<file path="src/alignment_column_profiler_assert.svh">
// assertion macros for the alignment column profiler
`ifndef ALIGNMENT_COLUMN_PROFILER_ASSERT_SVH
`define ALIGNMENT_COLUMN_PROFILER_ASSERT_SVH

// implication checked at every clock edge outside reset
`define ACP_ASSERT_IMPL(label, ante, cons) \
  label: assert property (@(posedge clk) disable iff (!rst_n) (ante) |-> (cons)) \
    else $error("acp check failed");

// implication whose consequent is checked in the cycle after the antecedent
`define ACP_ASSERT_NEXT(label, ante, cons) \
  label: assert property (@(posedge clk) disable iff (!rst_n) (ante) |=> (cons)) \
    else $error("acp check failed");

`endif

</file>
<file path="src/acp_pkg.sv">
// shared types, constants and helper function of the column profiler
package acp_pkg;

  localparam int MAX_SEQS    = 256;
  localparam int CNT_W       = 9;
  localparam int COL_W       = 16;
  localparam int LEN_W       = 17;
  localparam int THR_W       = 16;
  localparam int LOG_W       = 28;
  localparam int SUM_W       = 36;
  localparam int DIVD_W      = 41;
  localparam int DIVS_W      = 26;
  localparam int PAIR_W      = 20;
  localparam int SCL_W       = 26;

  localparam logic [15:0] CONS_MAX  = 16'd32768;
  localparam logic [2:0]  CONS_A    = 3'd0;
  localparam logic [2:0]  CONS_C    = 3'd1;
  localparam logic [2:0]  CONS_G    = 3'd2;
  localparam logic [2:0]  CONS_T    = 3'd3;
  localparam logic [2:0]  CONS_N    = 3'd4;

  localparam logic [0:0]  REG_THRESHOLD = 1'b0;
  localparam logic [0:0]  REG_MIN_LEN   = 1'b1;

  localparam logic [15:0] THRESHOLD_RST = 16'd16384;
  localparam logic [16:0] MIN_LEN_RST   = 17'd3;

  typedef enum logic [2:0] {
    CLS_A   = 3'd0,
    CLS_C   = 3'd1,
    CLS_G   = 3'd2,
    CLS_T   = 3'd3,
    CLS_GAP = 3'd4,
    CLS_BAD = 3'd5
  } char_cls_t;

  typedef struct packed {
    logic [4:0][CNT_W-1:0] base;
    logic [3:0][CNT_W-1:0] lower;
    logic                  bad;
    logic                  last_col;
  } col_rec_t;

  // elaboration-time log2 in Q.24, same truncation as the hardware unit
  function automatic logic [LOG_W-1:0] log2_q24(input logic [31:0] x);
    logic [63:0] m;
    logic [23:0] frac;
    logic [4:0]  msb;
    begin
      msb  = 5'd0;
      frac = 24'd0;
      for (int i = 0; i < 31; i++) begin
        if ((x >> (i + 1)) != 32'd0) msb = 5'(i + 1);
      end
      m = ({32'd0, x} << 30) >> msb;
      for (int i = 0; i < 24; i++) begin
        m    = (m * m) >> 30;
        frac = {frac[22:0], 1'b0};
        if (m >= 64'h8000_0000) begin
          frac[0] = 1'b1;
          m = m >> 1;
        end
      end
      log2_q24 = {msb[3:0], frac};
    end
  endfunction

  localparam logic [LOG_W-1:0] LOG2_5 = log2_q24(32'd5);

  // floor(2^41 / LOG2_5), the Q.24 log2(5); scales (L - H) to Q1.15 with at most one step short
  localparam logic [15:0] CONS_RECIP = 16'((64'd1 << (SCL_W + 15)) / 64'(LOG2_5));

endpackage

</file>
<file path="src/acp_fifo.sv">
// small register queue carrying finished column records
module acp_fifo #(
  parameter int DEPTH = 2
) (
  input  logic              clk,
  input  logic              rst_n,
  input  logic              push,
  input  acp_pkg::col_rec_t push_data,
  input  logic              pop,
  output acp_pkg::col_rec_t pop_data,
  output logic              full,
  output logic              empty
);

  localparam int PW = (DEPTH > 1) ? $clog2(DEPTH) : 1;
  localparam int CW = $clog2(DEPTH + 1);

  acp_pkg::col_rec_t mem_r [DEPTH];
  logic [PW-1:0] wr_ptr_r, wr_ptr_nxt;
  logic [PW-1:0] rd_ptr_r, rd_ptr_nxt;
  logic [CW-1:0] cnt_r, cnt_nxt;
  logic          do_push, do_pop;

  assign full     = (cnt_r == CW'(DEPTH));
  assign empty    = (cnt_r == '0);
  assign do_push  = push && !full;
  assign do_pop   = pop && !empty;
  assign pop_data = mem_r[rd_ptr_r];

  always_comb begin
    wr_ptr_nxt = wr_ptr_r;
    rd_ptr_nxt = rd_ptr_r;
    cnt_nxt    = cnt_r;
    if (do_push) wr_ptr_nxt = (wr_ptr_r == PW'(DEPTH - 1)) ? '0 : wr_ptr_r + 1'b1;
    if (do_pop)  rd_ptr_nxt = (rd_ptr_r == PW'(DEPTH - 1)) ? '0 : rd_ptr_r + 1'b1;
    if (do_push && !do_pop) cnt_nxt = cnt_r + 1'b1;
    else if (do_pop && !do_push) cnt_nxt = cnt_r - 1'b1;
  end

  always_ff @(posedge clk) begin
    if (!rst_n) begin
      wr_ptr_r <= '0;
      rd_ptr_r <= '0;
      cnt_r    <= '0;
    end else begin
      wr_ptr_r <= wr_ptr_nxt;
      rd_ptr_r <= rd_ptr_nxt;
      cnt_r    <= cnt_nxt;
    end
  end

  always_ff @(posedge clk) begin
    if (do_push) mem_r[wr_ptr_r] <= push_data;
  end

endmodule

</file>
<file path="config.mk">
export PLATFORM = sky130hd
export DESIGN_NAME = acp_fifo
export DESIGN_NICKNAME = d
export VERILOG_FILES = /design/src/alignment_column_profiler_assert.svh /design/src/acp_pkg.sv /design/src/acp_fifo.sv
export SDC_FILE = /design/constraint.sdc
export NUM_CORES = 1
export LEC_CHECK = 0
export ABC_AREA = 1
export BUFFER_PORTS_ARGS = -buffer_cell sky130_fd_sc_hd__buf_4
export CORE_MARGIN = 3
export CORE_UTILIZATION = 50
export DETAILED_ROUTE_END_ITERATION = 8
export PLACE_DENSITY = 0.86
export RECOVER_POWER = 25
export SETUP_SLACK_MARGIN = 0.4
export SLEW_MARGIN = 20
export SYNTH_ARGS = -nofsm -noshare
export SYNTH_HDL_FRONTEND = slang
export SYNTH_SLANG_ARGS = --single-unit
</file>
<file path="constraint.sdc">
create_clock -name clk -period 5 [get_ports clk]
set_clock_uncertainty 0.1 [all_clocks]
set_input_delay 0 -clock clk [delete_from_list [all_inputs] [get_ports clk]]
set_output_delay 0 -clock clk [all_outputs]
set_load 0.01 [all_outputs]
</file>
# ---- Word level (Yosys, flattened, before mapping)
# Memory sizes are Yosys's and may differ from the RTL's. A register that Yosys moved wholly into a read port is not among the register bits.
# Index checks and enable logic that the tools add are counted.
dict set report totals {
  mem_count 1
  register_bits 4
  output_inout_bits 85
  ram_bits 166
}
# memory words width read_ports rd_ports_with_merged_regs write_ports line
set memory_table {}
lappend memory_table {mem_r 2 83 1 1 1 acp_fifo.sv:18} ;# acp_pkg::col_rec_t mem_r [DEPTH];
dict set report classes {
  n_mux 8
  add_sub_neg 4
  reduce_logical 10
  n_eq_ne 1
}
# cell count
set ops {}
lappend ops {{2-to-1 mux 1 bit} 6}
lappend ops {{logical AND 1 bit} 4}
lappend ops {{logical NOT 1 bit} 4}
lappend ops {{2-to-1 mux 2 bit} 2}
lappend ops {{adder 1 bit, second input constant} 2}
lappend ops {{adder 2 x 1 -> 2 bit, second input constant} 1}
lappend ops {{equality test 2 bit, second input constant} 1}
lappend ops {{logical NOT 2 bit} 1}
lappend ops {{nonzero test 2 bit} 1}
lappend ops {{subtractor 2 x 1 -> 2 bit, second input constant} 1}

# ---- Depth between registers and ports, before layout
dict set report depth {
  ltp_word 7
  depth_mapped 10
  ltp_nobuf 10
}

# ---- Worst setup path after synthesis
# Ideal clock, no wire load.
dict set report synth_path {
  path_kind {reg2reg}
  from {reg cnt_r[0]}
  to {mem mem_r[0][0] (netlist bit), enable pin}
  t_arrival_ps 3956
  setup_ps 525
  stages_incl_launch_ff 3
  n_path_buf 0
  slack_ps 419
  path_cell_list {dfxtp_1 o21ai_1 nor2_1}
}
dict set report synth_between {
  elab_chain_len 5
}
# item line
set synth_rtl {}
lappend synth_rtl {{start, declared} acp_fifo.sv:21} ;# logic [CW-1:0] cnt_r, cnt_nxt;
lappend synth_rtl {{start signal, assigned} acp_fifo.sv:48} ;# cnt_r <= cnt_nxt;
lappend synth_rtl {{equality test 2 bit} acp_fifo.sv:24} ;# assign full = (cnt_r == CW'(DEPTH));
lappend synth_rtl {{logical NOT 1 bit} acp_fifo.sv:26} ;# assign do_push = push && !full;
lappend synth_rtl {{logical AND 1 bit} acp_fifo.sv:26}
lappend synth_rtl {{2-to-1 mux 1 bit} acp_fifo.sv:53} ;# if (do_push) mem_r[wr_ptr_r] <= push_data;
lappend synth_rtl {{2-to-1 mux 1 bit (not written as such)} acp_fifo.sv:53}
lappend synth_rtl {{end, declared} acp_fifo.sv:18}
# No other way between the ends.

==> flow_metrics.py <==
metrics = {
    "critical_path": {
        "cp_data_required_time_ns": 4.90,
        "crit_chain": "buf_4, mux2_4, buf_4",
        "crit_path_top_delay_cell": "dfxtp_4",
        "cp.arrival_ns": 2.54,
        "crit_path_frequent_cell": "buf_4",
        "critPathCaptureType": "output pin",
        "max_stage_delay_ns": 0.94,
        "setup.worst_path.class": "flop to output pin",
        "timing.critical_path.max_delay_family": "flip-flops",
        "crit_buf_inv": 2,
        "path_max_fanout": 52,
        "crit_path_start_kind": "flop",
    },
    "floorplan": {
        "ioPinCount": 172,
        "die_h_um": 121,
        "die-area_mm2": 0.0146,
        "num_rows": 41,
        "initial_utilization": 0.517,
        "core_area_mm2": 0.0127,
        "die_w_um": 121,
    },
    "job": {
        "maxCapViolations": 0,
    },
    "routing": {
        "drcViolationCount": 0,
        "wl_met3_um": 816,
        "via_per_inst": 4.78,
        "top_layer": "met4",
        "wire_per_inst_um": 17.9,
        "dr_wl_met2_um": 7540,
        "drt-met1-wl_um": 4740,
        "vias": 3606,
        "wirelength_um": 13500,
        "drt_first_pass_iters": 4,
        "ant_nets": 0,
        "drtIter0Drc": 304,
    },
    "clock_tree": {
        "cts_tree": "done",
        "max-clock-path-buffers": 2,
        "cts-root-buf": "clkbuf_16",
        "cts_buffers": 17,
        "clkTransAtPathRegs_ns": 0.06,
        "clock_latency_ns": 0.41,
        "post_cts_buffers": 0,
        "cts_sinks": 171,
        "cts.htree.levels": 4,
    },
    "logic_synthesis": {
        "synth_cell_types": 16,
        "postSynthRegisterBits": 171,
        "synthesis.nets": 384,
        "yosysTopAreaCell": "edfxtp_1",
        "synth.top_cell.area_share": 0.758,
        "ys_seq_area_frac": 0.773,
        "synth_top_cells_by_area": "edfxtp_1 (76%), mux2_4 (16%), mux2_2 (2.2%), buf_12 (2.1%), dfxtp_1 (1.5%)",
        "yosysWarningCount": 0,
        "netlist_area_mm2": 0.00658,
        "avgSynthCellArea_um2": 22.2,
        "syn-instance-count": 296,
    },
    "global_route": {
        "antenna_found_initial": 1,
        "grt_pass1_wl_um": 21000,
        "grt_overflow": 0,
        "track_usage": 0.192,
        "grt_max_degree": 53,
        "first_global_vias": 4053,
    },
    "cells_and_area": {
        "layout.nets": 656,
        "syn_to_final_growth_pct": 42.3,
        "drive_gt1_frac": 0.468,
        "instances_no_fill": 754,
    },
    "timing": {
        "rsz0062_at_grt": "no",
        "worst_pin_slew_ns": 0.885,
        "setup_viol": 0,
        "setup_tns_ns": 0,
        "slew_headroom": 0.410,
        "maxSlewViolCount": 0,
        "min_period_ns": 2.64,
        "max_freq_mhz": 378,
        "hold_violations": 0,
        "finalCritPeriodShare": 0.529,
    },
    "place": {
        "dp_cells": 635,
        "hpwlAfterDp_um": 7980,
        "globalplace.congestion": 0.701,
        "portBuffers": 171,
    },
    "power": {
        "leakagePower_nw": 3.65,
        "p_per_area_mw_per_mm2": 451,
        "ir_drop_v": 0.000251,
    },
    "run_status": {
        "outcome": "completed",
    },
    "hold_path": {
        "hp-class": "input port to flop",
    },
}
per-layer routing:
metal | GRT usage | up-vias
met5 | 0 | -
met4 | 0.0843 | 0
met3 | 0.0575 | 28
met2 | 0.355 | 143
met1 | 0.201 | 1743
li1 | - | 1692
Yosys cell counts:
library cell	number
edfxtp_1	166
mux2_4	70
mux2_2	13
nor2_1	11
inv_1	9
buf_12	7
nand2_1	6
dfxtp_1	5
o21ai_0	2
a21oi_1	1
buf_2	1
buf_6	1
ha_1	1
nand3_1	1
nand4_1	1
o21ai_1	1
state kept, by name, summed over array words and instances (netlist names), named ones only:
register,count
wr_ptr_r,1
cnt_r,2
mem_r,166
rd_ptr_r,1
worst paths after layout:
| path | endpoint | startpoint | cells after the start | slack, ns |
|---|---|---|---|---|
| setup / recovery | pop_data[17] | flop | 3 | 2.36 |
| hold / removal | mem_r[1][48] | push_data[48] | 2 | 0.22 |
| setup reg to reg | mem_r[1][28] | cnt_r[0] | 4 | 2.80 |
| hold reg to reg | rd_ptr_r | rd_ptr_r | 2 | 0.42 |
kinds of logic (layout without fill, tap and decap cells):
logic type | count (synthesis) | count (layout) | synth area share
DFF | 171 | 171 | 0.773
muxes | 83 | 83 | 0.182
and+or+nand+nor | 19 | 19 | 0.0114
buffers and inverters | 18 | 303 | 0.0289
AOI/OAI and AO/OA | 4 | 4 | 0.00304
adders and majority gates | 1 | 1 | 0.00190
other | 0 | 1 | 0
power breakdown:
| part | switching (W) | internal, W | total [W] |
|---|---|---|---|
| Sequential | 0.000113 | 0.00181 | 0.00193 |
| Clock | 0.000484 | 0.000671 | 0.00115 |
| Combinational | 0.000487 | 0.000658 | 0.00115 |
placed cells by master, fill, tap and decap left out, types with 2 or more instances in the layout:
master / instances
buf_12: 3
o21ai_0: 2
clkinv_1: 5
nor2_1: 9
nand2_1: 6
clkbuf_16: 17
dfxtp_1: 4
edfxtp_1: 166
dlygate4sd3_1: 86
nor2_4: 2
mux2_4: 70
clkbuf_1: 17
clkinv_2: 5
mux2_2: 13
buf_4: 119
inv_1: 9
clkbuf_4: 39
per-stage QoR:
stage / total power [W] / utilization / worst slack [ns] / hold WS, ns / instance area, um^2
2_1_floorplan: 0.00263 / - / 0.419 / -0.00113 / 6580
3_3_place_gp: 0.00300 / 0.628 / 2.66 / 0.0846 / 7990
3_5_place_dp: 0.00305 / 0.632 / 2.76 / 0.0874 / 8040
4_1_cts: 0.00426 / 0.740 / 2.32 / 0.195 / 9420
5_1_grt: 0.00441 / 0.736 / 2.23 / 0.225 / 9370
6_report: 0.00423 / 0.736 / 2.36 / 0.225 / 9370
repair_timing:
item | CTS | global route
hold buffers | 86 | 0
endpoints found under the hold margin | 171 | 0
resized for setup | 0 | 0
cell type report:
cell class              instances  area, um^2
repair buffers                262        2190
diodes                          1        2.50
well taps                     172         215
inverters                       9        33.8
flip-flops and latches        171        5090
fillers                       757        3360
multi-input cells             107        1320
clock inverters                12        81.3
clock buffers                  20         437
worst register-to-register path: stages, from the launching register on:
cell     delay, ns
dfxtp_1       0.39
o21ai_1       0.22
nor2_4        0.62
buf_16        0.26
buf_12        0.26
(Power assumes the default switching activity.)
