==> src/alignment_column_profiler_assert.svh <==
// assertion macros for the alignment column profiler
`ifndef ALIGNMENT_COLUMN_PROFILER_ASSERT_SVH
`define ALIGNMENT_COLUMN_PROFILER_ASSERT_SVH

// implication checked at every clock edge outside reset
`define ACP_ASSERT_IMPL(label, ante, cons) \
  label: assert property (@(posedge clk) disable iff (!rst_n) (ante) |-> (cons)) \
    else $error("acp check failed");

// implication whose consequent is checked in the cycle after the antecedent
`define ACP_ASSERT_NEXT(label, ante, cons) \
  label: assert property (@(posedge clk) disable iff (!rst_n) (ante) |=> (cons)) \
    else $error("acp check failed");

`endif

==> src/acp_pkg.sv <==
// shared types, constants and helper function of the column profiler
package acp_pkg;

  localparam int MAX_SEQS    = 256;
  localparam int CNT_W       = 9;
  localparam int COL_W       = 16;
  localparam int LEN_W       = 17;
  localparam int THR_W       = 16;
  localparam int LOG_W       = 28;
  localparam int SUM_W       = 36;
  localparam int DIVD_W      = 41;
  localparam int DIVS_W      = 26;
  localparam int PAIR_W      = 20;
  localparam int SCL_W       = 26;

  localparam logic [15:0] CONS_MAX  = 16'd32768;
  localparam logic [2:0]  CONS_A    = 3'd0;
  localparam logic [2:0]  CONS_C    = 3'd1;
  localparam logic [2:0]  CONS_G    = 3'd2;
  localparam logic [2:0]  CONS_T    = 3'd3;
  localparam logic [2:0]  CONS_N    = 3'd4;

  localparam logic [0:0]  REG_THRESHOLD = 1'b0;
  localparam logic [0:0]  REG_MIN_LEN   = 1'b1;

  localparam logic [15:0] THRESHOLD_RST = 16'd16384;
  localparam logic [16:0] MIN_LEN_RST   = 17'd3;

  typedef enum logic [2:0] {
    CLS_A   = 3'd0,
    CLS_C   = 3'd1,
    CLS_G   = 3'd2,
    CLS_T   = 3'd3,
    CLS_GAP = 3'd4,
    CLS_BAD = 3'd5
  } char_cls_t;

  typedef struct packed {
    logic [4:0][CNT_W-1:0] base;
    logic [3:0][CNT_W-1:0] lower;
    logic                  bad;
    logic                  last_col;
  } col_rec_t;

  // elaboration-time log2 in Q.24, same truncation as the hardware unit
  function automatic logic [LOG_W-1:0] log2_q24(input logic [31:0] x);
    logic [63:0] m;
    logic [23:0] frac;
    logic [4:0]  msb;
    begin
      msb  = 5'd0;
      frac = 24'd0;
      for (int i = 0; i < 31; i++) begin
        if ((x >> (i + 1)) != 32'd0) msb = 5'(i + 1);
      end
      m = ({32'd0, x} << 30) >> msb;
      for (int i = 0; i < 24; i++) begin
        m    = (m * m) >> 30;
        frac = {frac[22:0], 1'b0};
        if (m >= 64'h8000_0000) begin
          frac[0] = 1'b1;
          m = m >> 1;
        end
      end
      log2_q24 = {msb[3:0], frac};
    end
  endfunction

  localparam logic [LOG_W-1:0] LOG2_5 = log2_q24(32'd5);

  // floor(2^41 / LOG2_5), the Q.24 log2(5); scales (L - H) to Q1.15 with at most one step short
  localparam logic [15:0] CONS_RECIP = 16'((64'd1 << (SCL_W + 15)) / 64'(LOG2_5));

endpackage

==> src/acp_front.sv <==
// front end: classifies characters and counts them per column
module acp_front (
  input  logic              clk,
  input  logic              rst_n,
  input  logic              in_valid,
  output logic              in_ready,
  input  logic [7:0]        in_base_char,
  input  logic              in_last_in_column,
  input  logic              in_last_column,
  input  logic              q_full,
  output logic              q_push,
  output acp_pkg::col_rec_t q_data
);

  logic [4:0][acp_pkg::CNT_W-1:0] base_r, base_nxt;
  logic [3:0][acp_pkg::CNT_W-1:0] lower_r, lower_nxt;
  logic                           bad_r, bad_nxt;
  acp_pkg::char_cls_t             cls;
  logic                           is_lower;
  logic                           acc;
  logic [acp_pkg::CNT_W+1:0]      total;

  assign in_ready = !q_full;
  assign acc      = in_valid && in_ready;
  assign q_push   = acc && in_last_in_column;

  always_comb begin
    is_lower = 1'b0;
    case (in_base_char)
      8'h41: cls = acp_pkg::CLS_A;
      8'h43: cls = acp_pkg::CLS_C;
      8'h47: cls = acp_pkg::CLS_G;
      8'h54: cls = acp_pkg::CLS_T;
      8'h61: begin cls = acp_pkg::CLS_A; is_lower = 1'b1; end
      8'h63: begin cls = acp_pkg::CLS_C; is_lower = 1'b1; end
      8'h67: begin cls = acp_pkg::CLS_G; is_lower = 1'b1; end
      8'h74: begin cls = acp_pkg::CLS_T; is_lower = 1'b1; end
      8'h2d: cls = acp_pkg::CLS_GAP;
      default: cls = acp_pkg::CLS_BAD;
    endcase
  end

  always_comb begin
    total = '0;
    for (int i = 0; i < 5; i++) total = total + (acp_pkg::CNT_W+2)'(base_r[i]);
  end

  always_comb begin
    base_nxt  = base_r;
    lower_nxt = lower_r;
    bad_nxt   = bad_r;
    if (cls == acp_pkg::CLS_BAD) begin
      bad_nxt = 1'b1;
    end else if (total < (acp_pkg::CNT_W+2)'(acp_pkg::MAX_SEQS)) begin
      base_nxt[cls] = base_r[cls] + 1'b1;
      if (is_lower) lower_nxt[cls[1:0]] = lower_r[cls[1:0]] + 1'b1;
    end
  end

  always_comb begin
    q_data.base     = base_nxt;
    q_data.lower    = lower_nxt;
    q_data.bad      = bad_nxt;
    q_data.last_col = in_last_column;
  end

  always_ff @(posedge clk) begin
    if (!rst_n) begin
      base_r  <= '0;
      lower_r <= '0;
      bad_r   <= 1'b0;
    end else if (acc) begin
      if (in_last_in_column) begin
        base_r  <= '0;
        lower_r <= '0;
        bad_r   <= 1'b0;
      end else begin
        base_r  <= base_nxt;
        lower_r <= lower_nxt;
        bad_r   <= bad_nxt;
      end
    end
  end

endmodule

==> config.mk <==
export PLATFORM = sky130hd
export DESIGN_NAME = acp_front
export DESIGN_NICKNAME = d
export VERILOG_FILES = /design/src/alignment_column_profiler_assert.svh /design/src/acp_pkg.sv /design/src/acp_front.sv
export SDC_FILE = /design/constraint.sdc
export NUM_CORES = 1
export LEC_CHECK = 0
export BUFFER_PORTS_ARGS = -buffer_cell sky130_fd_sc_hd__buf_2
export CAP_MARGIN = 40
export CORE_UTILIZATION = 62
export CTS_BUF_LIST = sky130_fd_sc_hd__clkbuf_16
export CTS_CLUSTER_DIAMETER = 60
export CTS_CLUSTER_SIZE = 24
export DETAILED_ROUTE_END_ITERATION = 8
export PLACE_DENSITY = 0.94
export SYNTH_ARGS = -nofsm -noshare
export SYNTH_HDL_FRONTEND = slang
export SYNTH_SLANG_ARGS = --single-unit
==> constraint.sdc <==
create_clock -name clk -period 14.5 [get_ports clk]
set_clock_uncertainty 0.15 [all_clocks]
set_input_delay 4.35 -clock clk [delete_from_list [all_inputs] [get_ports clk]]
set_output_delay 4.35 -clock clk [all_outputs]
set_load 0.02 [all_outputs]
======== Yosys cells after proc, flatten, opt, wreduce, memory -nomap -nowiden ========
Index checks and enable logic that the tools add are counted.
operators by class
  $add $sub $neg .......................... 6
  $lt $le $gt $ge ......................... 5
  eq/ne operators ......................... 10
  mux-type cells .......................... 21
  reduce and logical (&&, ||, !) cells .... 10
operator list
  operator               count
  $mux W36               4
  $mux W45               3
  $eq A8 B7 Y1 const B   8
  $bwmux W45             1
  $bwmux W36             1
  $mux W9                4
  $bmux W9 S3            1
  $demux W9 S3           1
  $add A11 B9 Y11        2
  $add A9 B1 Y9 const B  2
  $bmux W9 S2            1
  $demux W9 S2           1
  $pmux W3 S5            1
  $add A10 B9 Y11        1
  $lt A11 B9 Y1 const B  1
  $add A9 B9 Y10         1
  $eq A8 B6 Y1 const B   1
  $reduce_or A2 Y1       4
  $logic_and A1 B1 Y1    4
  $lt A3 B4 Y1 const B   1
  $reduce_or A4 Y1       1
  $eq A3 B3 Y1 const B   1
  $ge A3 B1 Y1 const B   1
  $lt A2 B3 Y1 const B   1
  other kinds (3)        5
word-level totals
  bits in registers ....................... 82
  input port bits ......................... 14
  output and inout bits ................... 85
  logic and storage cells ................. 62

======== Longest topological paths before layout ========
Gate-level depths: netlist of run 1.
  word-level depth ........................ 12
  gate-level depth with buffers ........... 18
  mapped depth without buffers ............ 16

======== Least setup slack after synthesis of run 1 ========
No wires, ideal clock.
  path kind ............................... input port to output port
  start ................................... input in_base_char[4]
  end ..................................... output q_data[17] (netlist name)
  arrival ................................. 6880 ps
  data required time ...................... 10000 ps
  slack ................................... 3120 ps
  stages on the path ...................... 11
  path buffers ............................ 0
  cell sequence ........................... nor4b_4 > nand2_1 > a31oi_4 > o221ai_1 > inv_1 > ha_1 > inv_1 > nor3_2 > nand2_1 > xnor2_2 > o21ai_0
RTL lines
  element             RTL line         text
  start: declaration  acp_front.sv:7   input logic [7:0] in_base_char,
  end: declaration    acp_front.sv:12  output acp_pkg::col_rec_t q_data

==> results of run 1 <==
==> logic make-up after synthesis <==
| kind of cell | Yosys count | synth area share [%] |
|---|---|---|
| XOR/XNOR | 21 | 4.06 |
| AO/OA/AOI/OAI | 230 | 28.4 |
| flip-flops | 82 | 28.2 |
| adder cells (fa/ha/maj) | 37 | 11.2 |
| buffers and inverters | 122 | 8.41 |
| multiplexers | 16 | 2.98 |
| AND/OR/NAND/NOR | 198 | 16.8 |
==> power by group <==
| group | leakage, nW | internal, mW | switching, mW | total, mW |
|---|---|---|---|---|
| Combinational | 2.07 | 0.00702 | 0.0195 | 0.0265 |
| Sequential | 0.660 | 0.225 | 0.000118 | 0.225 |
| Clock | 0.136 | 0.121 | 0.110 | 0.231 |
| Total | 2.87 | 0.354 | 0.129 | 0.483 |
==> layout make-up <==
class	count	area share (%)
sequential	82	24.8
inverter	88	4.99
multi-input combinational	502	55.9
clock buffer	9	3.40
timing repair buffer	100	7.71
tap	111	2.10
clock inverter	7	1.10
==> worst max-delay path: stages <==
cell	delay, ps
buf_2	120
nor2b_1	710
nand3_2	320
a31oi_4	690
o221ai_1	220
and2_1	230
inv_1	100
ha_1	250
nor3b_2	270
xor2_1	560
nor2_1	120
a21oi_1	210
buf_2	210
==> stage by stage <==
step	util (%)	hold WS, ps	instance area, sq um	instances
floorplan	-	279	5830	706
global placement	68.9	292	6300	881
detailed placement	69.0	309	6320	883
CTS	72.3	327	6620	899
global route	72.3	356	6620	899
finish	72.3	335	6620	899
==> how the worst min path moves through the flow <==
stage / start / end / slack [ps] / cells after the start
2_1_floorplan: bad_r / bad_r / 280 / 2
3_3_place_gp: bad_r / bad_r / 290 / 2
3_5_place_dp: bad_r / bad_r / 310 / 2
4_1_cts: base_r[39] / base_r[39] / 330 / 2
5_1_grt: lower_r[21] / lower_r[21] / 360 / 1
6_report: bad_r / bad_r / 330 / 2
==> sequential cells by signal, indices dropped and copies added (netlist names) <==
register and cells:
bad_r 1, base_r 45, lower_r 36
==> cells in the final DEF, fill, tap and decap left out, drive strengths merged, types with 4 or more instances in the layout <==
master and instances:
nand2 110, buf 100, inv 91, dfxtp 82, o21ai 73, a22o 35
fa 25, o2bb2ai 21, a21oi 20, nor2 19, o221ai 14, a32o 12
ha 12, mux2 11, nand3 11, xnor2 11, xor2 10, o22a 9
clkbuf 9, nor3 9, nor2b 8, and3 6, and2 6, a31oi 6
o22ai 5, mux2i 5, nor3b 5, nand2b 4, a211oi 4, a22oi 4
o211ai 4, o31ai 4
==> metal layers <==
layer	share of wire, %	up-vias	GRT usage [%]
met4	3.8	0	20.4
met1	38	2810	50.2
met2	46	500	60.2
met3	12	84	6.24
met5	0	-	0
li1	-	2660	-
==> results.cfg, run 1 <==
[clock_network]
cts_sinks = 82
post_cts_buffers = 0
hold_buffers = 0
ctsResizeCount = 0
cts_tree = yes
cts_buffers = 9
path_clk_slew_ps = 70
cts-root-buf = clkbuf_16
cts_buffer_depth = 2
clkLatencyLatePin_ps = 350
cts_max_level = 3

[timing]
setup_viol = 0
finalHoldViolations = 0
max_freq_ghz = 0.0777
layout_min_cycle_time_ps = 12870
worstMarginPinSlew_ps = 1000
rsz0062_at_grt = false
slew_headroom_pct = 33.0
finalCritPeriodShare_pct = 88.8
tns_ps = 0
finalWorstSetupSlack_ps = 1630
drv_slew = 0

[floorplan]
dieArea_sq_mm = 0.00980
io-pin-count = 99
fp.dieH_um = 99.0
die-width_um = 99.0
core_sq_mm = 0.00915
row_count = 35
initial_core_util_pct = 63.7

[setup_path]
path_max_fanout = 18
critPathKind = input port to primary output
r2r-end = base_r[18]
startpoint_type = input port
reg2reg_from = base_r[8]
required_ps = 10000
setup.worst_path.end = q_data[42]
r2r_setup_slack_ps = 8810
rr_worst_depth = 16
crit_start = in_base_char[6]
end_kind = primary output
cp.arrival_ps = 8370

[global_route]
grt_pass1_wl_mm = 29.3
grt_overflow = 0
first_global_vias = 5894
grt_util_all_layers_pct = 38.2
grt_max_degree = 22
antenna_found_initial = 0

[final_layout]
num_antenna_cells = 0
area_growth_pct = 13.5
drive_above_1_share_pct = 18.9
multi_input_area_sq_mm = 0.00370
regArea_sq_mm = 0.00164
num-fill-cells = 711
nets = 834

[synth]
yosysWarnings = 0
seq_area_frac_synth_pct = 28.2
async_reset_ff_share_pct = 0
synth_most_common_cell = nand2_1
synth-seq-cells = 82
syn_area_per_cell_sq_um = 8.26
synth.area.top_cells = dfxtp_1 (28%), fa_1 (8.6%), nand2_1 (7.1%)
synth_nets = 757
synth_top_area_cell = dfxtp_1
synthFlopType = dfxtp_1
syn_inst = 706
syn-cell-area_sq_mm = 0.00583
synth_commonest_cells = nand2_1 (110), inv_1 (88), dfxtp_1 (82)
synth_edf_count = 0
synth_top_area_share_pct = 28.2
synth.distinct_cells = 69

[power]
total_power_mw = 0.483
power_density_mw_per_mm2 = 73.0
peakVddDrop_v = 0.0000560
p_leak_nw = 2.87

[detailed_routing]
firstDrtPassIters = 7
totalWireLength_mm = 18.3
drtAntennaViolNets = 0
vias_per_cell = 6.73
drc = 0
wl_per_cell_um = 20.3
drt_iter0_markers = 763
num_vias = 6054

[placed_design]
dpl.hpwl_mm = 13.3
port_buffers = 96
place_congestion = 1.02
dp_slack_ps = 1850

[run]
maxCapViolations = 0

[hold_path]
worstHoldPathType = flop to flop

[outcome]
status = completed
Note: power is estimated with default switching activity, not from simulation.
==> inputs of run 2 (changes only) <==
--- a/config.mk
+++ b/config.mk
@@ -5,7 +5,7 @@
 export SDC_FILE = /design/constraint.sdc
 export NUM_CORES = 1
 export LEC_CHECK = 0
-export BUFFER_PORTS_ARGS = -buffer_cell sky130_fd_sc_hd__buf_2
+export BUFFER_PORTS_ARGS = -buffer_cell sky130_fd_sc_hd__buf_4
 export CAP_MARGIN = 40
 export CORE_UTILIZATION = 62
 export CTS_BUF_LIST = sky130_fd_sc_hd__clkbuf_16
==> results.cfg, run 2 (synthesis results as in run 1) <==
[setup_path]
required_ps = 10000
r2r_setup_slack_ps = 8810
cp.arrival_ps = 8260
end_kind = primary output
critPathKind = input port to primary output
startpoint_type = input port
path_max_fanout = 18

[final_layout]
drive_above_1_share_pct = 18.7
final_common_cell = nand2_1
layout_common_cells = nand2_1 (110), buf_4 (98), inv_1 (88)
largest-register = base_r
area_growth_pct = 17.3
nets = 832
largest_reg_flops = 45
largestRegisters = base_r: 45 flops, lower_r: 36 flops, bad_r: 1 flops
num_antenna_cells = 0

[timing]
finalWorstSetupSlack_ps = 1740
setup_viol = 0
tns_ps = 0
finalCritPeriodShare_pct = 88.0
slew_headroom_pct = 31.2
worstMarginPinSlew_ps = 1030
layout_min_cycle_time_ps = 12760
drv_slew = 0
max_freq_ghz = 0.0784
rsz0062_at_grt = false
finalHoldViolations = 0
whs_ps = 340

[placed_design]
dpl.hpwl_mm = 13.3
place_congestion = 1.00
port_buffers = 96
dp_slack_ps = 1890

[clock_network]
cts_buffer_depth = 2
ctsResizeCount = 0
hold_buffers = 0
cts_max_level = 3
post_cts_buffers = 0
clkLatencyLatePin_ps = 350
cts-root-buf = clkbuf_16
cts_tree = yes
cts_sinks = 82
path_clk_slew_ps = 70
cts_buffers = 9

[global_route]
grt_overflow = 0
grt_max_degree = 22
antenna_found_initial = 0
grt_util_all_layers_pct = 37.2
grt_pass1_wl_mm = 28.6
first_global_vias = 5856

[detailed_routing]
drc = 0
firstDrtPassIters = 6
drtAntennaViolNets = 0
wl_per_cell_um = 20.3
num_vias = 5974
totalWireLength_mm = 18.2
vias_per_cell = 6.66
drt_iter0_markers = 716

[floorplan]
fp.dieH_um = 99.0
dieArea_sq_mm = 0.00980
initial_core_util_pct = 63.7
core_sq_mm = 0.00915
row_count = 35
die-width_um = 99.0
io-pin-count = 99

[power]
power_density_mw_per_mm2 = 70.9
peakVddDrop_v = 0.0000606
total_power_mw = 0.485
p_leak_nw = 2.86

[hold_path]
worstHoldPathType = flop to flop

[outcome]
status = completed

[run]
maxCapViolations = 0
[run 2: metal layers]
layer | track usage (%) | part of all wire, % | vias to the layer above
met2 | 58.4 | 46 | 437
met4 | 18.8 | 3.3 | 0
met1 | 48.5 | 39 | 2817
met3 | 8.09 | 11 | 72
li1 | - | - | 2648
met5 | 0 | 0 | -
[run 2: area by class of cell]
type                            count  area (sq um)
Multi-Input combinational cell    502          3700
Fill cell                         644          2320
Sequential cell                    82          1640
Timing Repair Buffer               98           736
Inverter                           88           330
Clock buffer                        9           225
Tap cell                          111           139
Clock inverter                      7          66.3
[run 2: worst max-delay path, stage by stage]
cell and delay, ps:
buf_4 130, nor2b_1 650, nand3_2 300, a31oi_4 650, o221ai_1 220, and2_1 230, inv_1 110, ha_1 250
nor3b_2 280, xor2_1 570, nor2_1 110, a21oi_1 210, buf_4 190
[run 2: final timing paths]
path / startpoint / end / depth (start not counted)
worst max register to register: base_r[8] / base_r[10] / 16
worst min register to register: base_r[13] / base_r[13] / 1
worst max-delay path: in_base_char[3] / q_data[42] / 13
worst min-delay path: base_r[13] / base_r[13] / 1
[run 2: power breakdown]
group / internal (mW) / switching [mW]
combinational: 0.00785 / 0.0191
clock: 0.121 / 0.111
sequential: 0.225 / 0.000114
[run 2: per-stage QoR]
| step | utilization (%) | cell area [sq um] | cells |
|---|---|---|---|
| after floorplan | - | 5830 | 706 |
| after global placement | 71.5 | 6550 | 881 |
| after detailed placement | 71.5 | 6550 | 881 |
| after CTS | 74.7 | 6840 | 897 |
| after global routing | 74.7 | 6840 | 897 |
| final | 74.7 | 6840 | 897 |
==> inputs of run 3 (changes only) <==
--- a/config.mk
+++ b/config.mk
@@ -13,6 +13,7 @@
 export CTS_CLUSTER_SIZE = 24
 export DETAILED_ROUTE_END_ITERATION = 8
 export PLACE_DENSITY = 0.94
+export RECOVER_POWER = 25
 export SYNTH_ARGS = -nofsm -noshare
 export SYNTH_HDL_FRONTEND = slang
 export SYNTH_SLANG_ARGS = --single-unit
==> results.cfg, run 3 (synthesis results as in run 1) <==
[outcome]
status = completed

[timing]
setup_viol = 0
layout_min_cycle_time_ps = 13500
rsz0062_at_grt = false
slew_headroom_pct = 14.4
finalCritPeriodShare_pct = 93.1
max_freq_ghz = 0.0741
drv_slew = 0
finalWorstSetupSlack_ps = 1000
worstMarginPinSlew_ps = 1280
tns_ps = 0
finalHoldViolations = 0
whs_ps = 340

[global_route]
grt_max_degree = 22
grt_overflow = 0
grt_util_all_layers_pct = 37.2
antenna_found_initial = 0
first_global_vias = 5856
grt_pass1_wl_mm = 28.6

[clock_network]
post_cts_buffers = 0
cts_tree = yes
cts_buffer_depth = 2
path_clk_slew_ps = 70
hold_buffers = 0
cts_max_level = 3
ctsResizeCount = 0
cts_sinks = 82
clkLatencyLatePin_ps = 350
cts_buffers = 9
cts-root-buf = clkbuf_16

[detailed_routing]
num_vias = 5991
totalWireLength_mm = 18.3
drtAntennaViolNets = 0
drt_iter0_markers = 668
firstDrtPassIters = 6
vias_per_cell = 6.68
drc = 0
wl_per_cell_um = 20.4

[power]
peakVddDrop_v = 0.0000599
total_power_mw = 0.485
power_density_mw_per_mm2 = 71.4
p_leak_nw = 2.84

[floorplan]
row_count = 35
io-pin-count = 99
initial_core_util_pct = 63.7
core_sq_mm = 0.00915
die-width_um = 99.0
dieArea_sq_mm = 0.00980
fp.dieH_um = 99.0

[final_layout]
largest-register = base_r
multi_input_area_sq_mm = 0.00366
drive_above_1_share_pct = 17.7
largestRegisters = base_r: 45 flops, lower_r: 36 flops, bad_r: 1 flops
fin_util_pct = 74.2
num-fill-cells = 653
regArea_sq_mm = 0.00164
final_common_cell = nand2_1
nets = 832
num_antenna_cells = 0
area_growth_pct = 16.5
layout_common_cells = nand2_1 (110), buf_4 (97), inv_1 (88)
largest_reg_flops = 45

[placed_design]
port_buffers = 96
dpl.hpwl_mm = 13.3
place_congestion = 1.00
dp_slack_ps = 1890

[setup_path]
path_max_fanout = 18
critPathKind = input port to primary output
required_ps = 10000
startpoint_type = input port
cp.arrival_ps = 9000
end_kind = primary output

[hold_path]
worstHoldPathType = flop to flop

[run]
maxCapViolations = 0
==> run 3: changes by cell type in the layout (fill, tap and decap cells not counted), sizes merged <==
cell    previous run  this run
clkbuf             9        10
buf               98        97
==> run 3: report_power, final <==
| group | internal, mW | switching (mW) |
|---|---|---|
| clock network | 0.121 | 0.112 |
| logic | 0.00763 | 0.0190 |
| registers | 0.225 | 0.000132 |
| total | 0.354 | 0.131 |
==> run 3: metal layers <==
metal,GRT usage (%),vias up,wire length (um)
li1,-,2655,-
met4,18.8,0,563
met2,58.4,444,8470
met5,0,-,0
met3,8.09,67,2090
met1,48.5,2825,7160
==> run 3: stage by stage <==
stage                     cell area (sq um)  instances
after global routing                   6800        897
after CTS                              6840        897
after detailed placement               6550        881
final                                  6800        897
after floorplan                        5830        706
after global placement                 6550        881
==> run 3: worst paths after layout <==
check | endpoint | start | slack, ps | cells after the start
worst max-delay path | q_data[42] | in_base_char[4] | 1000 | 13
worst min-delay path | base_r[13] | base_r[13] | 340 | 1
worst max register to register | base_r[18] | base_r[8] | 8780 | 16
worst min register to register | base_r[13] | base_r[13] | 340 | 1
==> run 3: area by class of cell <==
cell class,instances,share of cell area [%]
clock buffers,9,3.31
clock inverters,7,0.976
inverters,88,4.86
multi-input cells,502,53.9
flip-flops and latches,82,24.2
well taps,111,2.04
repair buffers,98,10.8
==> run 3: critical path: stages <==
cell      delay, ps
clkbuf_1        160
nor3b_1        1060
nand3_1         550
a31oi_4         730
o221ai_1        220
and2_0          240
inv_1           120
ha_1            250
nor3b_2         280
xor2_1          530
nor2_1          100
a21oi_1         210
buf_4           190
